$ cat src/design/sst_pkg.sv
package sst_pkg;

    localparam int DEPTH    = 16;
    localparam int ID_WIDTH = 16;
    localparam int CNT_W    = $clog2(DEPTH + 1);
    localparam int IDX_W    = (DEPTH > 1) ? $clog2(DEPTH) : 1;

    // result status codes
    typedef enum logic [2:0] {
        ST_INS      = 3'd0,
        ST_INS_DROP = 3'd1,
        ST_REJ      = 3'd2,
        ST_RD_OK    = 3'd3,
        ST_RD_EMPTY = 3'd4
    } t_status;

    // per-cycle command broadcast to every cell
    typedef struct packed {
        logic                go;
        logic signed [31:0]  score;
        logic [ID_WIDTH-1:0] id;
    } t_cell_cmd;

    // where a cell sits relative to the fill level
    typedef struct packed {
        logic occupied;
        logic tail;
    } t_cell_pos;

endpackage

$ cat src/design/sst_cell.sv
module sst_cell (
    input  logic                         i_clk,
    input  sst_pkg::t_cell_cmd           i_cmd,
    input  sst_pkg::t_cell_pos           i_pos,
    input  logic                         i_above,
    input  logic signed [31:0]           i_prev_score,
    input  logic [sst_pkg::ID_WIDTH-1:0] i_prev_id,
    output logic                         o_above,
    output logic                         o_here,
    output logic signed [31:0]           o_score,
    output logic [sst_pkg::ID_WIDTH-1:0] o_id
);

    logic signed [31:0]           r_score;
    logic [sst_pkg::ID_WIDTH-1:0] r_id;
    logic                         le;

    // new entry lands at the first occupied slot that is not higher, else at the tail
    always_comb begin
        le      = i_pos.occupied && (r_score <= i_cmd.score);
        o_here  = !i_above && (le || i_pos.tail);
        o_above = i_above || o_here;
    end

    // take the new entry, shift from the upper neighbor, or hold
    always_ff @(posedge i_clk) begin
        if (i_cmd.go && o_here) begin
            r_score <= i_cmd.score;
            r_id    <= i_cmd.id;
        end else if (i_cmd.go && i_above) begin
            r_score <= i_prev_score;
            r_id    <= i_prev_id;
        end
    end

    assign o_score = r_score;
    assign o_id    = r_id;

endmodule

$ cat src/design/sorted_score_table_insert_top.sv
// Sorted score table: keeps up to DEPTH (score, player id) entries in descending
// score order, rank 0 highest.
// Input channel (i_valid / o_stall): mode 0 inserts i_score / i_player_id, mode 1
// reads the entry at i_rank_index. A transaction is taken when i_valid is high and
// o_stall is low.
// Output channel (o_valid / i_stall): one result per input transaction, carrying
// status, rank, read score and id, and the entry count after the operation.
// o_valid rises in the cycle after accept. Throughput is one item per cycle unless
// the receiver stalls: every cell compares against the new score in the same cycle
// and the one-hot insert point steers each cell to load, shift from its neighbor,
// or hold. The ripple of the insert point through the cell chain sets the cycle time.
// While the receiver stalls, the result holds in the output register and o_stall
// rises, so no further transaction is taken until the result leaves.
// Reset empties the table (count to zero) and clears o_valid; entry storage is
// not cleared, so the block is ready in the first cycle after reset.
module sorted_score_table_insert_top (
    input  logic               i_clk,
    input  logic               i_rst_n,
    input  logic               i_valid,
    output logic               o_stall,
    input  logic               i_mode,
    input  logic signed [31:0] i_score,
    input  logic [15:0]        i_player_id,
    input  logic [3:0]         i_rank_index,
    output logic               o_valid,
    input  logic               i_stall,
    output logic [2:0]         o_status,
    output logic [3:0]         o_rank,
    output logic signed [31:0] o_score_out,
    output logic [15:0]        o_id_out,
    output logic [4:0]         o_entry_total
);

    localparam int D  = sst_pkg::DEPTH;
    localparam int IW = sst_pkg::ID_WIDTH;
    localparam int CW = sst_pkg::CNT_W;
    localparam int XW = sst_pkg::IDX_W;

    logic [CW-1:0]      r_count;
    logic [CW-1:0]      n_count;
    logic               r_out_valid;
    sst_pkg::t_status   r_status;
    logic [3:0]         r_rank;
    logic signed [31:0] r_score_out;
    logic [15:0]        r_id_out;
    logic [4:0]         r_entry_total;

    sst_pkg::t_status   n_status;
    logic [3:0]         n_rank;
    logic signed [31:0] n_score_out;
    logic [15:0]        n_id_out;

    logic               in_acc;
    logic               full;
    logic               reject;
    logic               rd_ok;
    logic [31:0]        id_ext;
    logic [31:0]        rix_ext;
    logic [31:0]        rd_id_ext;
    logic [XW-1:0]      pos;
    sst_pkg::t_cell_cmd cmd;

    logic [D:0]               above;
    logic [D-1:0]             here;
    logic signed [31:0]       cell_score [D];
    logic [IW-1:0]            cell_id    [D];
    sst_pkg::t_cell_pos       cell_pos   [D];

    assign o_stall = r_out_valid && i_stall;
    assign in_acc  = i_valid && !o_stall;
    assign full    = (32'(r_count) >= 32'(D));
    assign reject  = full && !above[D];

    // broadcast command to the chain
    always_comb begin
        id_ext    = 32'(i_player_id);
        cmd.go    = in_acc && !i_mode && !reject;
        cmd.score = i_score;
        cmd.id    = id_ext[IW-1:0];
    end

    assign above[0] = 1'b0;

    // chain of cells, rank 0 first
    for (genvar g = 0; g < D; g++) begin : g_cell
        assign cell_pos[g].occupied = (32'(g) < 32'(r_count));
        assign cell_pos[g].tail     = (32'(g) == 32'(r_count));
        if (g == 0) begin : g_head
            sst_cell u_cell (
                .i_clk        (i_clk),
                .i_cmd        (cmd),
                .i_pos        (cell_pos[g]),
                .i_above      (above[g]),
                .i_prev_score (32'sd0),
                .i_prev_id    ({IW{1'b0}}),
                .o_above      (above[g+1]),
                .o_here       (here[g]),
                .o_score      (cell_score[g]),
                .o_id         (cell_id[g])
            );
        end else begin : g_body
            sst_cell u_cell (
                .i_clk        (i_clk),
                .i_cmd        (cmd),
                .i_pos        (cell_pos[g]),
                .i_above      (above[g]),
                .i_prev_score (cell_score[g-1]),
                .i_prev_id    (cell_id[g-1]),
                .o_above      (above[g+1]),
                .o_here       (here[g]),
                .o_score      (cell_score[g]),
                .o_id         (cell_id[g])
            );
        end
    end

    // encode the one-hot insert point
    always_comb begin
        pos = '0;
        for (int i = 0; i < D; i++) begin
            if (here[i]) begin
                pos = pos | XW'(i);
            end
        end
    end

    // form the result and the next fill level
    always_comb begin
        rix_ext     = 32'(i_rank_index);
        rd_ok       = (rix_ext < 32'(r_count)) && (rix_ext < 32'(D));
        n_count     = r_count;
        n_status    = sst_pkg::ST_INS;
        n_rank      = '0;
        n_score_out = '0;
        n_id_out    = '0;
        rd_id_ext   = '0;
        if (i_mode) begin
            n_rank = i_rank_index;
            if (rd_ok) begin
                n_status    = sst_pkg::ST_RD_OK;
                n_score_out = cell_score[rix_ext[XW-1:0]];
                rd_id_ext   = 32'(cell_id[rix_ext[XW-1:0]]);
                n_id_out    = rd_id_ext[15:0];
            end else begin
                n_status = sst_pkg::ST_RD_EMPTY;
            end
        end else if (reject) begin
            n_status = sst_pkg::ST_REJ;
        end else begin
            n_rank = 4'(pos);
            if (full) begin
                n_status = sst_pkg::ST_INS_DROP;
            end else begin
                n_count = r_count + CW'(1);
            end
        end
    end

    // fill level and output valid
    always_ff @(posedge i_clk) begin
        if (!i_rst_n) begin
            r_count     <= '0;
            r_out_valid <= 1'b0;
        end else begin
            if (in_acc) begin
                r_count     <= n_count;
                r_out_valid <= 1'b1;
            end else if (!i_stall) begin
                r_out_valid <= 1'b0;
            end
        end
    end

    // output payload, held while stalled
    always_ff @(posedge i_clk) begin
        if (in_acc) begin
            r_status      <= n_status;
            r_rank        <= n_rank;
            r_score_out   <= n_score_out;
            r_id_out      <= n_id_out;
            r_entry_total <= 5'(n_count);
        end
    end

    assign o_valid       = r_out_valid;
    assign o_status      = r_status;
    assign o_rank        = r_rank;
    assign o_score_out   = r_score_out;
    assign o_id_out      = r_id_out;
    assign o_entry_total = r_entry_total;

endmodule

$ cat config.mk
export PLATFORM = sky130hd
export DESIGN_NAME = sorted_score_table_insert_top
export DESIGN_NICKNAME = d
export VERILOG_FILES = /design/src/design/sst_pkg.sv /design/src/design/sst_cell.sv /design/src/design/sorted_score_table_insert_top.sv
export SDC_FILE = /design/constraint.sdc
export NUM_CORES = 2
export LEC_CHECK = 0
export ABC_CLOCK_PERIOD_IN_PS = 8029
export BUFFER_PORTS_ARGS = -buffer_cell sky130_fd_sc_hd__buf_2
export CAP_MARGIN = 10
export CORE_ASPECT_RATIO = 1.25
export CORE_MARGIN = 1
export CORE_UTILIZATION = 25
export CTS_BUF_LIST = sky130_fd_sc_hd__clkbuf_4 sky130_fd_sc_hd__clkbuf_8 sky130_fd_sc_hd__clkbuf_16
export DETAILED_ROUTE_END_ITERATION = 8
export GPL_ROUTABILITY_DRIVEN = 0
export PLACE_DENSITY_LB_ADDON = 0.3
export RECOVER_POWER = 25
export SLEW_MARGIN = 20
export SYNTH_ARGS = -nofsm -noshare
export SYNTH_HDL_FRONTEND = slang
export SYNTH_SLANG_ARGS = --single-unit
$ cat constraint.sdc
create_clock -name i_clk -period 8.03 [get_ports i_clk]
set_input_delay 1.606 -clock i_clk [delete_from_list [all_inputs] [get_ports i_clk]]
set_output_delay 1.606 -clock i_clk [all_outputs]
set_load 0.1 [all_outputs]
* Yosys cells after proc, flatten, opt, wreduce, memory -nomap -nowiden
Cells that the tools add are included.
** Storage, ports and cells
- Bits in registers :: 834
- Bits of input ports :: 57
- Output and inout port bits :: 62
- Logic and storage cells :: 317
** Operators by class
- Add/subtract/negate cells :: 1
- Magnitude comparators :: 35
- Eq/ne operators :: 16
- Mux-type cells :: 92
- Bitwise gates (word level) :: 1
- Reductions and logical operators :: 133
** Operators by type and width (number)
- 32-bit 2-to-1 mux :: 32
- 32-bit <= comparator :: 16
- 16-bit 2-to-1 mux :: 32
- 32-bit binary-select mux with 4-bit select :: 1
- 1-bit logical AND :: 66
- 16-bit binary-select mux with 4-bit select :: 1
- 4-bit by 5-bit == test with 1-bit output (first input constant) :: 8
- 4-bit by 5-bit less-than comparator with 1-bit output (first input constant) :: 8
- 4-bit 2-to-1 mux :: 10
- 1-bit logical OR :: 31
- 2-bit nonzero test :: 15
- 3-bit by 5-bit == test with 1-bit output (first input constant) :: 4
- 3-bit by 5-bit less-than comparator with 1-bit output (first input constant) :: 4
- 1-bit zero test :: 19
- 3-bit 2-to-1 mux :: 6
- 5-bit 2-to-1 mux :: 3
- 2-bit by 5-bit == test with 1-bit output (first input constant) :: 2
- 5-bit >= comparator (second input constant) :: 2
- 1-bit by 5-bit less-than comparator with 1-bit output (first input constant) :: 2
- 2-bit by 5-bit less-than comparator with 1-bit output (first input constant) :: 2
- 2-bit 2-to-1 mux :: 3
- 5-bit by 1-bit adder with 5-bit output (second input constant) :: 1
- 1-bit by 5-bit == test with 1-bit output (first input constant) :: 1
- 5-bit zero test :: 1
- other kinds (5) :: 8

* Longest topological paths before layout
- Depth in word-level cells :: 55
- Depth in mapped cells :: 15
- Mapped depth without buffers :: 12

* Hierarchy
Synthesis repeated with hierarchy kept, for this count alone.
** Second synthesis, totals
- Cells, all modules :: 5439
- Area, all modules :: 61654.1 um2
** By module, submodules not included
- sst_cell at g_cell[0].g_head.u_cell ... :: times used 14, cells an instance 314, area an instance 3369.5 um2, sequential area each 1441.4 um2
- sorted_score_table_insert_top :: times used 1, cells an instance 595, area an instance 8540.7 um2, sequential area each 1921.8 um2
- sst_cell at g_cell[8].g_body.u_cell ... :: times used 2, cells an instance 224, area an instance 2970.3 um2, sequential area each 1441.4 um2

* Worst setup path after synthesis
Ideal clock, no wire load.
- Path type :: input port to flip-flop
- Start :: input port i_score[14]
- End :: register g_cell[10].g_body.u_cell.r_id (netlist bit g_cell[10].g_body.u_cell.o_id[0]) (enable)
- Setup time :: 0.527 ns
- Arrival :: 7.978 ns
- Required time :: 7.503 ns
- Slack :: -0.475 ns
- Stages on the path :: 14
- Buffers on the path :: 2
- Path through :: inv_1 -> ha_1 -> a21oi_1 -> nand2_1 -> a221o_1 -> or3_1 -> a32oi_1 -> o2bb2ai_1 -> or2_2 -> clkbuf_1 -> nor2_1 -> clkbuf_1 -> a31oi_1 -> a21boi_0
** Between the ends
- Cells in the longest elaborated chain, start to end :: 54
- Elaborated cells between the ends (all ways) :: 100
- Those cells by class :: order compare (16); reduce/logical (84)
** Ends and longest elaborated chain
- start: declaration :: line sorted_score_table_insert_top.sv:22 : input logic signed [31:0] i_score,
- 32-bit <= comparator :: line sst_cell.sv:20 : le = i_pos.occupied && (r_score <= i_cmd.score);
- 1-bit logical AND :: line sst_cell.sv:20
- 1-bit logical OR :: line sst_cell.sv:21 : o_here = !i_above && (le || i_pos.tail);
- 1-bit zero test :: line sst_cell.sv:21
- 1-bit logical AND :: line sst_cell.sv:21
- 1-bit logical OR :: line sst_cell.sv:22 : o_above = i_above || o_here;
- 1-bit zero test :: line sst_cell.sv:21
- 1-bit logical AND :: line sst_cell.sv:21
- [38 not listed]
- 1-bit logical AND :: line sst_cell.sv:21
- 1-bit logical OR :: line sst_cell.sv:22
- 1-bit zero test :: line sorted_score_table_insert_top.sv:72 : assign reject = full && !above[D];
- 1-bit logical AND :: line sorted_score_table_insert_top.sv:72
- 1-bit zero test :: line sorted_score_table_insert_top.sv:77 : cmd.go = in_acc && !i_mode && !reject;
- 1-bit logical AND :: line sorted_score_table_insert_top.sv:77
- 1-bit logical AND (on tied branches) :: line sst_cell.sv:30, sst_cell.sv:27
- 2-bit nonzero test (no source line) *
- end signal: assignment :: line sst_cell.sv:29 : r_id <= i_cmd.id;
- end signal: assignment :: line sst_cell.sv:32 : r_id <= i_prev_id;
- end: declaration :: line sst_cell.sv:15 : logic [sst_pkg::ID_WIDTH-1:0] r_id;
Every way passes the cells marked *; elsewhere a longest branch is shown, timed or not.
A chain may end at the register's enable or synchronous reset.

* Final worst setup path
- Start :: input port i_score[21]
- End :: register g_cell[3].g_body.u_cell.r_score[25], data pin
** Between the ends
- Cells in the longest elaborated chain, start to end :: 54
- Elaborated cells between the ends (all ways) :: 99
- Those cells by class :: order compare (16); mux (1); reduce/logical (82)
** Ends and longest elaborated chain
- 32-bit <= comparator :: line sst_cell.sv:20
- 1-bit logical AND :: line sst_cell.sv:20
- 1-bit logical OR :: line sst_cell.sv:21
- 1-bit zero test :: line sst_cell.sv:21
- 1-bit logical AND :: line sst_cell.sv:21
- 1-bit logical OR :: line sst_cell.sv:22
- 1-bit zero test :: line sst_cell.sv:21
- 1-bit logical AND :: line sst_cell.sv:21
- [38 not listed]
- 1-bit logical AND :: line sst_cell.sv:21
- 1-bit logical OR :: line sst_cell.sv:22
- 1-bit zero test :: line sorted_score_table_insert_top.sv:72
- 1-bit logical AND :: line sorted_score_table_insert_top.sv:72
- 1-bit zero test :: line sorted_score_table_insert_top.sv:77
- 1-bit logical AND :: line sorted_score_table_insert_top.sv:77
- 1-bit logical AND * :: line sst_cell.sv:27 : if (i_cmd.go && o_here) begin
- 32-bit 2-to-1 mux * :: line sst_cell.sv:27
- end signal: assignment :: line sst_cell.sv:28 : r_score <= i_cmd.score;
- end signal: assignment :: line sst_cell.sv:31 : r_score <= i_prev_score;
- end: declaration :: line sst_cell.sv:14 : logic signed [31:0] r_score;
Marks and branches as above.

==> summary.md <==
| Metric | Value |
|---|---|
| R2r setup slk | `around 1.8 ns` |
| Leak pwr | `21.1 nW` |
| CTS tree | `done` |
| Mapped Nets | `approximately 4.3k` |
| CTS Sinks | `around 830` |
| Maximum number of pins on one net before global-route repair | `roughly 110` |
| Final net count | `roughly 4.4k` |
| CP arrival | `roughly 7.9 ns` |
| WS Path Type | `in2reg` |
| Cts hold-fix bufs | `0` |
| Placed cell count | `between 6k and 7k` |
| Main synth FF type | `edfxtp_1` |
| GR Util met1 | `around a quarter` |
| PwrDens | `between 150 and 200 nW/um^2` |
| Core area | `approximately 210000 um^2` |
| Die Y | `512 um` |
| Initial Util | `25.1%` |
| Clock Latency Late Sink | `between 0.7 and 0.8 ns` |
| Crit path capture | `g_cell[3].g_body.u_cell.o_score[25]$_DFFE_PP_` |
| Grt peak-use layer | `met2` |
| Post-DR wirelength/cell | `~30 um` |
| Full die area | `~210000 um^2` |
| DR vias | `between 30k and 40k` |
| Final period utilization | `91.8%` |
| Area delta synth->final | `14.4%` |
| Met2 usage | `between 30 and 40%` |
| Gate Count Post-Synth | `around 3.7k` |
| Fmax | `136 MHz` |
| Layout cells sized above 1 | `30.1%` |
| Fill cells | `between 20k and 25k` |
| Max-Cap Viols | `10` |
| Total gr overflow | `0` |
| Setup crit start kind | `primary input` |
| Avg Inst Size Synth | `approximately 14 um^2` |
| Number of port buffers | `118` |
| Worst-path clk slew | `about 0.07 ns` |
| Async SR Flop Fraction | `0%` |
| Vias/cell | `between 5 and 6` |
| Post-CTS Setup Bufs | `0` |
| Outcome | `complete, but fails checks` |
| Synthesized cell area | `around 52000 um^2` |
| Antenna viol nets, final | `0` |
| # H-tree levels | `3` |
| Required time at the worst-slack endpoint | `around 8.5 ns` |
| Global-route wire length before repair | `~280 mm` |
| Slew HR | `-200%` |
| Drt total wl | `200 mm` |
| Yosys reg bits | `834` |
| Initial antenna violation count | `24` |
| Clk buf depth | `3` |
| Worst Setup End Kind | `register` |
| Worst clock skew | `0.0830 ns` |
| Vias in the first global route | `roughly 35k` |
| Rows | `between 150 and 200` |
| Max VDD drop | `between 0.00015 and 0.0002 V` |
| HP Class | `reg2reg` |
| Post-DP Area | `~57000 um^2` |
| Reg2reg end | `o_id_out[7]$_SDFFCE_PN0P_` |
| Setup_tns | `0 ns` |
| Resize count post-CTS | `0` |
| Final Hold Fails | `0` |
| Endpoints failing setup | `0` |
| Clock Root Buffer | `clkbuf_16` |
| Met3 usage | `3.21%` |
| Io pins | `approximately 120` |
| Final Max Slew Viols | `285` |
| Initial DRC count | `between 3k and 4k` |
| Worst hold slack | `about 0.54 ns` |
| Worst reg2reg startpoint | `r_count[2]$_SDFFE_PN0P_` |
| Overall Global Routing Usage | `18.7%` |
| Critical Path Start | `i_score[21]` |
| Distinct cells, synth | `around 70` |
| Finished Layout Cells | `between 6k and 7k` |
| # DRC | `10` |
| HPWL after detailed placement | `138 mm` |
| Crit Path Max Fanout | `18` |
| Setup WS pre-CTS | `about 0.88 ns` |
| Tmin final | `~7.4 ns` |
| Register area share after synthesis | `a little under half` |
| R2R depth | `7` |
| YS warnings | `0` |
| Number of flops mapped to enable cells by yosys | `828` |
| CTS Buf Count | `between 90 and 100` |
| Setup ws final | `0.657 ns` |
| Failing checks | `DRC, capacitance limit, slew limit` |
| Final instance area | `59600 um^2` |
| Slew @ Worst Pin | `approximately 4.5 ns` |
| RSZ-0062 raised after global routing | `no` |
| Chip width | `between 400 and 500 um` |
| TritonRoute pass-1 iters | `9` |
==> worst max-delay path, stage by stage <==
cell	delay (ns)
clkbuf_1	0.59
inv_1	0.50
clkbuf_1	0.41
ha_1	0.41
nand4_1	0.32
nor4_1	0.35
buf_4	0.22
o31ai_1	0.18
o2bb2ai_1	0.27
o2bb2ai_1	0.24
nor2_1	0.29
nand3_1	0.18
nor2_2	1.42
buf_4	0.48
mux2_2	0.38
==> placed cells by master, fill, tap and decap left out, types with 28 or more instances in the layout <==
cell and count:
mux2_2 610, nor4_1 28, a21oi_1 228, buf_4 76, edfxtp_1 828, nor2b_1 72
a21o_1 36, nor2_1 56, clkbuf_16 93, ha_1 518, clkbuf_1 117, nand3_1 68
nand2_1 184, inv_1 62, mux4_2 240, nand4_1 121, nor3_1 30, o21ai_0 128
==> how the worst min path moves through the flow <==
stage                                                            from                                           to  slack [ns]  cells after the start
after floorplan           g_cell[14].g_body.u_cell.o_id[10]$_DFFE_PP_  g_cell[15].g_body.u_cell.o_id[10]$_DFFE_PP_        0.53                      1
after global placement     g_cell[14].g_body.u_cell.o_id[9]$_DFFE_PP_   g_cell[15].g_body.u_cell.o_id[9]$_DFFE_PP_        0.53                      1
after detailed placement  g_cell[14].g_body.u_cell.o_id[11]$_DFFE_PP_  g_cell[15].g_body.u_cell.o_id[11]$_DFFE_PP_        0.55                      1
after CTS                 g_cell[13].g_body.u_cell.o_id[14]$_DFFE_PP_  g_cell[14].g_body.u_cell.o_id[14]$_DFFE_PP_        0.53                      1
after global routing      g_cell[13].g_body.u_cell.o_id[14]$_DFFE_PP_  g_cell[14].g_body.u_cell.o_id[14]$_DFFE_PP_        0.54                      1
final                     g_cell[10].g_body.u_cell.o_id[13]$_DFFE_PP_  g_cell[11].g_body.u_cell.o_id[13]$_DFFE_PP_        0.54                      1
==> cells in the mapped netlist (all sizes together) (8+ instances only) <==
cell type,n,area (um^2)
a211oi,8,60.1
a21o,36,270
a21oi,231,1160
a221o,11,110
a221oi,14,123
a31oi,10,62.6
and2,16,100
buf,69,355
clkbuf,129,484
edfxtp,828,24900
ha,518,6480
inv,63,236
mux2,655,7480
mux4,240,5410
nand2,185,697
nand2b,9,56.3
nand3,72,365
nand4,121,757
nor2,61,229
nor2b,75,469
nor3,30,150
nor4,29,181
o211ai,21,158
o21a,8,60.1
o21ai,129,646
or4,14,109
==> sequential cells by signal, indices dropped and copies added (netlist names), 3 cells and up <==
register	count
g_cell.g_body.u_cell.o_score	480
g_cell.g_body.u_cell.o_id	240
g_cell.g_head.u_cell.o_score	32
o_score_out	32
g_cell.g_head.u_cell.o_id	16
o_id_out	16
o_entry_total	5
r_count	5
o_rank	4
o_status	3
==> layout make-up <==
class | count | area [um^2] | area share, %
multi-input combinational | 2600 | 26200 | 43.9
sequential | 834 | 25000 | 41.9
tap | 2740 | 3430 | 5.75
clock buffer | 110 | 2470 | 4.15
timing repair buffer | 230 | 1620 | 2.72
clock inverter | 64 | 676 | 1.13
inverter | 64 | 243 | 0.407
antenna | 5 | 12.5 | 0.0210
==> report_power, final <==
group / leakage (nW) / switching (mW) / internal (mW)
registers: 7.76 / 0.214 / 5.14
logic: 11.8 / 1.26 / 0.716
clock network: 1.55 / 2.02 / 2.49
total: 21.1 / 3.49 / 8.34
==> logic make-up (layout without fill, tap and decap cells) <==
family                     after synthesis  count (layout)  share of synthesized area, %
AOI/OAI and AO/OA                      533             533                          6.18
xor gates and xnor gates                 6               6                         0.101
adders and majority gates              518             518                          12.4
buffers and inverters                  262             468                          2.07
DFF                                    834             834                          47.9
muxes                                  895             895                          24.7
other                                    0               5                             0
and+or+nand+nor                        648             648                          6.55
==> metal layers <==
metal	routed length (um)	part of all wire, %	up-vias
met4	10200	5.1	18
met1	82200	41	18318
li1	-	-	15232
met2	94200	47	1409
met5	115	0.058	-
met3	13000	6.5	338
==> metrics by stage <==
stage          utilization [%]  total power, mW
4_1_cts                   28.9             11.9
2_1_floorplan                -             6.57
3_3_place_gp              27.4             7.38
6_report                  28.8             11.8
5_1_grt                   28.8             12.2
3_5_place_dp              27.4             7.40
Note: power is estimated with default switching activity, not from simulation.
